**config.mk**
```make
export PLATFORM = sky130hd
export DESIGN_NAME = ppba_ctrl_flat
export DESIGN_NICKNAME = d
export VERILOG_FILES = /design/src/hw/rtl/ppba_pkg.sv /design/src/hw/rtl/ppba_if.sv /design/src/hw/rtl/ppba_ctrl.sv /design/src/flat_wrapper.sv
export SDC_FILE = /design/constraint.sdc
export NUM_CORES = 1
export LEC_CHECK = 0
export BUFFER_PORTS_ARGS = -buffer_cell sky130_fd_sc_hd__buf_2
export CAP_MARGIN = 20
export CORE_MARGIN = 2
export CORE_UTILIZATION = 45
export CTS_CLUSTER_SIZE = 14
export DETAILED_ROUTE_END_ITERATION = 8
export HOLD_SLACK_MARGIN = 0.03
export PLACE_DENSITY = 0.76
export RECOVER_POWER = 50
export SLEW_MARGIN = 5
export SYNTH_ARGS = -nofsm -noshare
export SYNTH_HDL_FRONTEND = slang
export SYNTH_SLANG_ARGS = --single-unit
```
**constraint.sdc**
```tcl
create_clock -name clk -period 9.7 [get_ports clk]
set_input_delay 0.97 -clock clk [delete_from_list [all_inputs] [get_ports clk]]
set_output_delay 0.97 -clock clk [all_outputs]
set_load 0.005 [all_outputs]
```
**src/hw/rtl/ppba_pkg.sv**
```systemverilog
// Package with the shared types, codes and helper function of the page bitmap allocator.
`default_nettype none

package ppba_pkg;

  // Width of each configuration register and of the register index.
  localparam int CFG_W     = 17;
  localparam int CFG_IDX_W = 2;

  // Register indexes on the configuration port.
  localparam logic [CFG_IDX_W-1:0] REG_TOTAL_PAGES  = 2'd0;
  localparam logic [CFG_IDX_W-1:0] REG_SEARCH_START = 2'd1;

  // Reset values of the configuration registers.
  localparam logic [CFG_W-1:0] TOTAL_PAGES_RESET  = 17'd65536;
  localparam logic [CFG_W-1:0] SEARCH_START_RESET = 17'd0;

  // Payload widths of the channels.
  localparam int OP_W   = 2;
  localparam int PAGE_W = 16;

  // Operation codes carried by an input transaction.
  typedef enum logic [OP_W-1:0] {
    OP_MARK  = 2'd0,
    OP_QUERY = 2'd1,
    OP_ALLOC = 2'd2
  } op_t;

  // Controller states.
  typedef enum logic [2:0] {
    ST_CLEAR,
    ST_IDLE,
    ST_ACCESS,
    ST_SCAN,
    ST_EMIT
  } state_t;

  // Port controls of the bitmap memory.
  typedef struct packed {
    logic wr_en;
    logic rd_en;
  } mem_ctl_t;

  // Position of the lowest clear bit of a bitmap byte (0 when the byte is full).
  function automatic logic [2:0] first_zero(input logic [7:0] v);
    logic [2:0] pos;
    pos = 3'd0;
    for (int i = 7; i >= 0; i--) begin
      if (!v[i]) pos = 3'(i);
    end
    return pos;
  endfunction

endpackage

`default_nettype wire

```
**src/hw/rtl/ppba_if.sv**
```systemverilog
// Channel interfaces of the page bitmap allocator: request and response.
`default_nettype none

interface ppba_in_if;
  logic        valid;
  logic        ready;
  logic [1:0]  operation;
  logic [15:0] page_index;
  logic        used_flag;

  modport source (output valid, output operation, output page_index, output used_flag,
                  input ready);
  modport sink (input valid, input operation, input page_index, input used_flag,
                output ready);
endinterface

interface ppba_out_if;
  logic        valid;
  logic        ready;
  logic [15:0] result_page;
  logic        page_used;
  logic        found;

  modport source (output valid, output result_page, output page_used, output found,
                  input ready);
  modport sink (input valid, input result_page, input page_used, input found,
                output ready);
endinterface

`default_nettype wire

```
**src/hw/rtl/ppba_ctrl.sv**
```systemverilog
// Controller: clearing pass, mark read-modify-write, query read, first-fit scan, result register.
`default_nettype none

module ppba_ctrl #(
  parameter int MAX_PAGES = 65536
) (
  input  wire                              clk,
  input  wire                              rst,
  input  wire  [ppba_pkg::CFG_W-1:0]       total_pages,
  input  wire  [ppba_pkg::CFG_W-1:0]       search_start_page,
  ppba_in_if.sink                          req,
  ppba_out_if.source                       rsp,
  output ppba_pkg::mem_ctl_t               mem_ctl,
  output logic [$clog2((MAX_PAGES+7)/8)-1:0] mem_waddr,
  output logic [7:0]                       mem_wdata,
  output logic [$clog2((MAX_PAGES+7)/8)-1:0] mem_raddr,
  input  wire  [7:0]                       mem_rdata
);
  import ppba_pkg::*;

  localparam int DEPTH = (MAX_PAGES + 7) / 8;
  localparam int AW    = $clog2(DEPTH);
  localparam int TW    = $clog2(MAX_PAGES + 1);
  localparam int CW    = (TW > CFG_W) ? TW : CFG_W;
  localparam int IW    = CW - 3;

  state_t              state, state_next;
  logic [AW-1:0]       clr, clr_next;
  logic [IW-1:0]       idx, idx_next;
  logic [AW-1:0]       baddr, baddr_next;
  logic [2:0]          bpos, bpos_next;
  logic                mark_q, mark_next;
  logic                flag_q, flag_next;
  logic [PAGE_W-1:0]   res_page, res_page_next;
  logic                res_used, res_used_next;
  logic                res_found, res_found_next;
  logic                in_ready;
  logic                load_out;
  logic                out_free;

  logic [CW-1:0]       total_ext;
  logic [CW-1:0]       eff_total;
  logic [IW-1:0]       stop_byte;
  logic [IW-1:0]       start_byte;
  logic [CW-1:0]       page_ext;
  logic                page_in_range;
  logic [AW-1:0]       page_addr;
  logic [IW-1:0]       idx_inc;
  logic [2:0]          zero_pos;
  logic [CW-1:0]       found_page;
  logic [7:0]          bit_mask;

  // Bounds derived from the configuration registers.
  assign total_ext     = CW'(total_pages);
  assign eff_total     = (total_ext > CW'(MAX_PAGES)) ? CW'(MAX_PAGES) : total_ext;
  assign stop_byte     = eff_total[CW-1:3];
  assign start_byte    = IW'(search_start_page[CFG_W-1:3]);
  assign page_ext      = CW'(req.page_index);
  assign page_in_range = page_ext < eff_total;
  assign page_addr     = page_ext[AW+2:3];

  // Scan helpers on the byte just read.
  assign idx_inc    = idx + IW'(1);
  assign zero_pos   = first_zero(mem_rdata);
  assign found_page = {idx, zero_pos};
  assign bit_mask   = 8'b1 << bpos;

  assign out_free  = !rsp.valid || rsp.ready;
  assign req.ready = in_ready;

  // Next state, memory controls and next values of the working registers.
  always_comb begin
    state_next     = state;
    clr_next       = clr;
    idx_next       = idx;
    baddr_next     = baddr;
    bpos_next      = bpos;
    mark_next      = mark_q;
    flag_next      = flag_q;
    res_page_next  = res_page;
    res_used_next  = res_used;
    res_found_next = res_found;
    mem_ctl        = '0;
    mem_waddr      = baddr;
    mem_wdata      = mem_rdata;
    mem_raddr      = baddr;
    in_ready       = 1'b0;
    load_out       = 1'b0;

    unique case (state)
      ST_CLEAR: begin
        mem_ctl.wr_en = 1'b1;
        mem_waddr     = clr;
        mem_wdata     = 8'h00;
        clr_next      = clr + AW'(1);
        if (clr == AW'(DEPTH - 1)) begin
          state_next = ST_IDLE;
        end
      end

      ST_IDLE: begin
        in_ready = 1'b1;
        if (req.valid) begin
          res_used_next  = 1'b0;
          res_found_next = 1'b0;
          case (op_t'(req.operation)) inside
            OP_MARK, OP_QUERY: begin
              res_page_next = req.page_index;
              baddr_next    = page_addr;
              bpos_next     = req.page_index[2:0];
              mark_next     = (op_t'(req.operation) == OP_MARK);
              flag_next     = req.used_flag;
              if (page_in_range) begin
                mem_ctl.rd_en = 1'b1;
                mem_raddr     = page_addr;
                state_next    = ST_ACCESS;
              end else begin
                state_next = ST_EMIT;
              end
            end
            OP_ALLOC: begin
              res_page_next = '0;
              if (start_byte < stop_byte) begin
                idx_next      = start_byte;
                mem_ctl.rd_en = 1'b1;
                mem_raddr     = start_byte[AW-1:0];
                state_next    = ST_SCAN;
              end else begin
                state_next = ST_EMIT;
              end
            end
            default: begin
              res_page_next = '0;
              state_next    = ST_EMIT;
            end
          endcase
        end
      end

      ST_ACCESS: begin
        // The byte of the page is in the read register now.
        if (mark_q) begin
          mem_ctl.wr_en = 1'b1;
          mem_waddr     = baddr;
          mem_wdata     = flag_q ? (mem_rdata | bit_mask) : (mem_rdata & ~bit_mask);
        end else begin
          res_used_next = mem_rdata[bpos];
        end
        state_next = ST_EMIT;
      end

      ST_SCAN: begin
        // One bitmap byte per cycle; the next read is issued while this one is checked.
        if (mem_rdata != 8'hFF) begin
          mem_ctl.wr_en  = 1'b1;
          mem_waddr      = idx[AW-1:0];
          mem_wdata      = mem_rdata | (8'b1 << zero_pos);
          res_page_next  = found_page[PAGE_W-1:0];
          res_found_next = 1'b1;
          state_next     = ST_EMIT;
        end else if (idx_inc >= stop_byte) begin
          state_next = ST_EMIT;
        end else begin
          idx_next      = idx_inc;
          mem_ctl.rd_en = 1'b1;
          mem_raddr     = idx_inc[AW-1:0];
        end
      end

      ST_EMIT: begin
        if (out_free) begin
          load_out   = 1'b1;
          state_next = ST_IDLE;
        end
      end

      default: begin
        state_next = ST_IDLE;
      end
    endcase
  end

  // State register and clearing counter.
  always_ff @(posedge clk) begin
    if (rst) begin
      state <= ST_CLEAR;
      clr   <= '0;
    end else begin
      state <= state_next;
      clr   <= clr_next;
    end
  end

  // Working registers of the transaction in progress.
  always_ff @(posedge clk) begin
    idx       <= idx_next;
    baddr     <= baddr_next;
    bpos      <= bpos_next;
    mark_q    <= mark_next;
    flag_q    <= flag_next;
    res_page  <= res_page_next;
    res_used  <= res_used_next;
    res_found <= res_found_next;
  end

  // Result register towards the response channel.
  always_ff @(posedge clk) begin
    if (rst) begin
      rsp.valid <= 1'b0;
    end else if (load_out) begin
      rsp.valid <= 1'b1;
    end else if (rsp.ready) begin
      rsp.valid <= 1'b0;
    end
  end

  always_ff @(posedge clk) begin
    if (load_out) begin
      rsp.result_page <= res_page;
      rsp.page_used   <= res_used;
      rsp.found       <= res_found;
    end
  end

endmodule

`default_nettype wire

```
**src/flat_wrapper.sv**
```systemverilog
// flat-port wrapper written by rule: the top's interface ports become plain ports
module ppba_ctrl_flat import ppba_pkg::*;
#(
  parameter int MAX_PAGES = 65536
)
  (clk, rst, total_pages, search_start_page, mem_ctl, mem_waddr, mem_wdata, mem_raddr, mem_rdata, req_valid, req_operation, req_page_index, req_used_flag, req_ready, rsp_valid, rsp_result_page, rsp_page_used, rsp_found, rsp_ready);
  ppba_in_if req_i ();
  ppba_out_if rsp_i ();
  input  wire clk;
  input  wire rst;
  input  wire  [ppba_pkg::CFG_W-1:0] total_pages;
  input  wire  [ppba_pkg::CFG_W-1:0] search_start_page;
  output ppba_pkg::mem_ctl_t mem_ctl;
  output logic [$clog2((MAX_PAGES+7)/8)-1:0] mem_waddr;
  output logic [7:0] mem_wdata;
  output logic [$clog2((MAX_PAGES+7)/8)-1:0] mem_raddr;
  input  wire  [7:0] mem_rdata;
  input wire logic [$bits(req_i.valid)-1:0] req_valid;
  input wire logic [$bits(req_i.operation)-1:0] req_operation;
  input wire logic [$bits(req_i.page_index)-1:0] req_page_index;
  input wire logic [$bits(req_i.used_flag)-1:0] req_used_flag;
  output wire logic [$bits(req_i.ready)-1:0] req_ready;
  output wire logic [$bits(rsp_i.valid)-1:0] rsp_valid;
  output wire logic [$bits(rsp_i.result_page)-1:0] rsp_result_page;
  output wire logic [$bits(rsp_i.page_used)-1:0] rsp_page_used;
  output wire logic [$bits(rsp_i.found)-1:0] rsp_found;
  input wire logic [$bits(rsp_i.ready)-1:0] rsp_ready;
  assign req_i.valid = req_valid;
  assign req_i.operation = req_operation;
  assign req_i.page_index = req_page_index;
  assign req_i.used_flag = req_used_flag;
  assign req_ready = req_i.ready;
  assign rsp_valid = rsp_i.valid;
  assign rsp_result_page = rsp_i.result_page;
  assign rsp_page_used = rsp_i.page_used;
  assign rsp_found = rsp_i.found;
  assign rsp_i.ready = rsp_ready;
  ppba_ctrl #(.MAX_PAGES(MAX_PAGES)) u_core (.clk(clk), .rst(rst), .total_pages(total_pages), .search_start_page(search_start_page), .req(req_i), .rsp(rsp_i), .mem_ctl(mem_ctl), .mem_waddr(mem_waddr), .mem_wdata(mem_wdata), .mem_raddr(mem_raddr), .mem_rdata(mem_rdata));
endmodule
```
==> results.md <==
Outcome:
- The run finished with clean final reports.

Place:
- The quantity of I/O buffers inserted on ports is 117.
- The HPWL after detailed placement is 12,700 um.
- At the end of routability-driven placement, the weighted congestion stood at 0.919.
- The pre-CTS setup slack is 3.97 ns.

Drt:
- The via density per instance is 5.76.
- The vias after detailed routing is 5,358.
- The DRC violation count after routing is 0.
- The detail route stage leaves a number of antenna-violating nets equal to 0.
- The number of violations reported at the end of detailed-routing iteration 0 is 811.
- The final routed wire length divided by cell count is 17.8 um.
- The routed wire length is 16,500 um.
- The first detailed-routing pass took 5 iterations.

Setup path:
- The signal on the critical path passes through buf_2 > nor4_1 > a41o_2 > nand2_1 > ha_1 > nand4_1 > nor4_1 > o41ai_1 > a41oi_2 > or2_1 > o221ai_1 > o21ai_1 > buf_2.
- The combined buffer and inverter count along the critical path is 2.
- In this design, the stage delay of the slowest critical-path cell is 0.52 ns.
- The slowest cell on the critical path is sky130_fd_sc_hd__or2_1.
- The worst setup path is captured at a primary output.
- Data on the critical path arrives at its endpoint at 4.77 ns.
- The required time of the worst setup path is 8.73 ns.
- The flop-to-flop setup slack is 5.62 ns.
- The worst setup path is launched from an input pin.
- The critical path in this run is classified as input pin to primary output.
- The highest net fanout along the worst path is 16.
- The largest delay contributor family on the critical path is simple AND/OR/NAND/NOR gates.

Clocking:
- TritonCTS built the clock tree.
- The clock transition time at the flip-flop clock pins of the worst setup and hold paths is 0.06 ns.
- The worst-skew pair later-pin latency is 0.34 ns.
- The post-CTS resize count is 0.
- The H-tree generated during clock tree synthesis spans 3 levels.
- The number of buffers inserted for hold repair after clock tree synthesis is 0.
- The number of buffers created by CTS is 9.
- The cell at the root of the clock tree is sky130_fd_sc_hd__clkbuf_16.
- The maximum clock path buffer count is 2.
- For this design, the sink count on the clock tree is 85.
- The number of setup buffers added after CTS is 0.

GRT:
- The first global-routing pass estimated 25,900 um of wire.
- The combined global-route utilization of all metal layers is 0.234.
- For this run the aggregate overflow at the end of global routing stands at 0.
- The pin count of the biggest net entering global routing is 39.
- The via count of the first global-routing pass was 4,826.
- The global-route track usage on met1 is 0.344.
- The layer flagged by global routing as most heavily used is met2.
- The number of antenna violations at the first check in global routing is 0.
- In the global route stage, met2 resource usage came out at 0.357.
- The fraction of met3 tracks used by global routing is 0.0340.

Synth:
- A synthesized cell averages 9.13 um2.
- Of the post-synthesis cell area, the part taken by muxes is 0.0345.
- The cell count after synthesis is 652.
- After synthesis, the largest family of logic cells by area is simple AND/OR/NAND/NOR gates.
- The number of warnings reported in the yosys synthesis log is 0.
- The netlist uses 66 different library cells.
- Of the total synthesized cell area, the portion taken by full adders, half adders and majority gates is 0.0924.
- Of the total synthesized cell area, the portion taken by XOR and XNOR cells is 0.0294.
- The share of the synthesized area in compound gates (AO/OA/AOI/OAI) came to 0.187.
- Counting flops and latches in the post-synthesis netlist gives 85.
- The register area share after synthesis is 0.400.
- The number of synthesized flops with an enable pin is 68.
- When the netlist entered floorplanning its net count stood at 761.
- The top flip-flop cell by instance count after synthesis is sky130_fd_sc_hd__edfxtp_1.
- The proportion of register bits with asynchronous set or reset after synthesis is 0.
- The synthesized netlist occupies a cell area of 0.00596 mm2.
- The basic-gate share of the synthesized area counting and, or, nand and nor cells is 0.209.

Timing:
- The number of max-slew violations in the final report is 0.
- The final number of hold-violating endpoints is 0.
- Setup total negative slack on the finished layout was measured at 0 ns.
- Setup violations remaining at the end of the flow were counted as 0.
- Derived from the worst setup path, the maximum achievable clock frequency is 0.174 GHz.
- Setup slack closes at 3.96 ns.
- The portion of the clock cycle consumed by the worst path in the final layout is 0.592.
- Setup repair after global routing left no endpoint under its margin.
- The time the final worst path needs with I/O delays and setup is 5.74 ns.
- At the pin with the least slew margin, the transition time is 1.11 ns.
- The worst clock skew is 0.00438 ns.
- Headroom to the max-slew limit came out at 0.263.

Cells and area:
- The post-layout utilization of the core is 0.526.
- The diode insertion count for antenna repair is 0.
- The area added between synthesis and finish is 15.6%.
- The layout cell share with drive strength beyond 1 is 0.188.
- At the end of the flow, the number of nets in the layout was 858.

Power:
- Of the total power, the share spent switching nets is 0.343.
- The part of the total power dissipated in combinational logic is 0.318.
- The share of total power dissipated in sequential elements is 0.402.
- The internal power of the cells is 0.000775 W.
- In this run the static leakage power is 2.83 nW.
- The power density over the cells is 171 mW/mm2.
- The peak supply drop is 0.0910 mV.
- For this design the total switching power over the nets is 0.000404 W.
- The share of total power dissipated in the clock network is 0.280.

Floorplanning:
- For this configuration, the core starts out at a cell density of 0.455.
- During I/O placement, the number of pins put on the boundary was 121.
- The floorplan step defined a die boundary enclosing 0.0142 mm2.
- After floorplanning, the core was divided into 42 placement rows.
- The floorplan core area is 0.0131 mm2.
- The die extent in y is 119 um.
- The die is 119 um wide.

Min path:
- The worst hold path class is register to register.

Job:
- The tool flagged a number of max-cap violations equal to 0.
[final cells by class]
type / count / area (um2)
fillers: 1239 / 6200
multi-input cells: 503 / 3300
flip-flops and latches: 85 / 2380
repair buffers: 123 / 597
clock buffers: 10 / 239
well taps: 176 / 220
inverters: 27 / 101
clock inverters: 6 / 47.5
[power by group through the flow]
stage	Combinational [W]	Sequential, W	Clock (W)
2_1_floorplan	0.000241	0.000471	0
3_3_place_gp	0.000371	0.000480	0
3_5_place_dp	0.000377	0.000481	0
4_1_cts	0.000379	0.000474	0.000330
5_1_grt	0.000416	0.000478	0.000344
6_report	0.000375	0.000474	0.000330
[cell usage after synthesis (5+ instances only)]
cell type,number,area (um2)
sky130_fd_sc_hd__nor2b_1,9,56.3
sky130_fd_sc_hd__buf_2,10,50.1
sky130_fd_sc_hd__o21ai_1,12,60.1
sky130_fd_sc_hd__and3_1,7,43.8
sky130_fd_sc_hd__nand2b_1,5,31.3
sky130_fd_sc_hd__nor2_1,34,128
sky130_fd_sc_hd__or3_1,7,43.8
sky130_fd_sc_hd__clkbuf_1,19,71.3
sky130_fd_sc_hd__edfxtp_1,68,2040
sky130_fd_sc_hd__nand3_1,23,115
sky130_fd_sc_hd__nor4_1,5,31.3
sky130_fd_sc_hd__o221ai_1,13,114
sky130_fd_sc_hd__xor2_1,13,114
sky130_fd_sc_hd__o21ai_0,42,210
sky130_fd_sc_hd__a21oi_1,31,155
sky130_fd_sc_hd__nand3b_1,12,90.1
sky130_fd_sc_hd__ha_1,44,551
sky130_fd_sc_hd__inv_1,25,93.8
sky130_fd_sc_hd__a22oi_1,15,113
sky130_fd_sc_hd__mux2_2,6,67.6
sky130_fd_sc_hd__nand4_1,15,93.8
sky130_fd_sc_hd__a21o_1,6,45.0
sky130_fd_sc_hd__dfxtp_1,17,340
sky130_fd_sc_hd__o31ai_1,13,97.6
sky130_fd_sc_hd__and2_1,5,31.3
sky130_fd_sc_hd__nand2_1,119,447
sky130_fd_sc_hd__xnor2_1,7,61.3
[cell families after synthesis]
family	count (synthesis)
simple gates	258
fa+ha+maj	44
mux	16
flops	85
xor+xnor	20
buf+inv	64
compound gates	165
[worst paths after layout]
kind	start	end	depth (start not counted)
max	total_pages[0]	mem_raddr[12]	13
min reg2reg	u_core.res_page[10]	u_core.rsp.result_page[10]	0
max reg2reg	u_core.state[1]	u_core.res_page[15]	6
min	u_core.res_page[10]	u_core.rsp.result_page[10]	0
[layout by cell type, fill, tap and decap left out, types with 4 or more instances in the layout]
cell type | synthesis | routed
sky130_fd_sc_hd__mux2_2 | 6 | 6
sky130_fd_sc_hd__buf_4 | 0 | 4
sky130_fd_sc_hd__clkbuf_1 | 19 | 23
sky130_fd_sc_hd__o221ai_1 | 13 | 13
sky130_fd_sc_hd__nor2_1 | 34 | 34
sky130_fd_sc_hd__nand3b_1 | 12 | 12
sky130_fd_sc_hd__a21o_1 | 6 | 6
sky130_fd_sc_hd__edfxtp_1 | 68 | 68
sky130_fd_sc_hd__xor2_1 | 13 | 13
sky130_fd_sc_hd__ha_1 | 44 | 44
sky130_fd_sc_hd__and2_1 | 5 | 5
sky130_fd_sc_hd__o31ai_1 | 13 | 13
sky130_fd_sc_hd__nor2b_1 | 9 | 9
sky130_fd_sc_hd__dfxtp_1 | 17 | 17
sky130_fd_sc_hd__mux2i_1 | 4 | 4
sky130_fd_sc_hd__a21oi_1 | 31 | 31
sky130_fd_sc_hd__o21ai_0 | 42 | 42
sky130_fd_sc_hd__clkbuf_16 | 0 | 9
sky130_fd_sc_hd__inv_1 | 25 | 27
sky130_fd_sc_hd__xnor2_1 | 7 | 7
sky130_fd_sc_hd__o21ai_1 | 12 | 12
sky130_fd_sc_hd__nand2_1 | 119 | 119
sky130_fd_sc_hd__buf_2 | 10 | 96
sky130_fd_sc_hd__nand3_1 | 23 | 23
sky130_fd_sc_hd__nor4_1 | 5 | 5
sky130_fd_sc_hd__a22oi_1 | 15 | 15
sky130_fd_sc_hd__and3_1 | 7 | 7
sky130_fd_sc_hd__nand4_1 | 15 | 15
sky130_fd_sc_hd__nand2b_1 | 5 | 5
sky130_fd_sc_hd__or3_1 | 7 | 7
[metrics by stage]
step                cells  power (W)  hold slack (ns)  instance area (um2)
CTS                   930    0.00118            0.419                 6920
detailed placement    914   0.000858            0.405                 6630
finish                930    0.00118            0.415                 6880
global placement      914   0.000852            0.401                 6630
global route          930    0.00124            0.428                 6880
floorplan             652   0.000712            0.400                 5960
[registers in the layout, summed over array words and instances, names as in the netlist]
register	flops
u_core.baddr	13
u_core.mark_q	1
u_core.rsp.page_used	1
u_core.flag_q	1
u_core.idx	14
u_core.rsp.found	1
u_core.clr	13
u_core.state	3
u_core.res_used	1
u_core.rsp.valid	1
u_core.res_found	1
u_core.res_page	16
u_core.bpos	3
u_core.rsp.result_page	16
[routing by layer]
metal | vias to the layer above | part of all wire
li1 | 2598 | -
met1 | 2460 | 0.45
met2 | 276 | 0.45
met3 | 24 | 0.085
met4 | 0 | 0.017
met5 | - | 0
(Power assumes the default switching activity.)
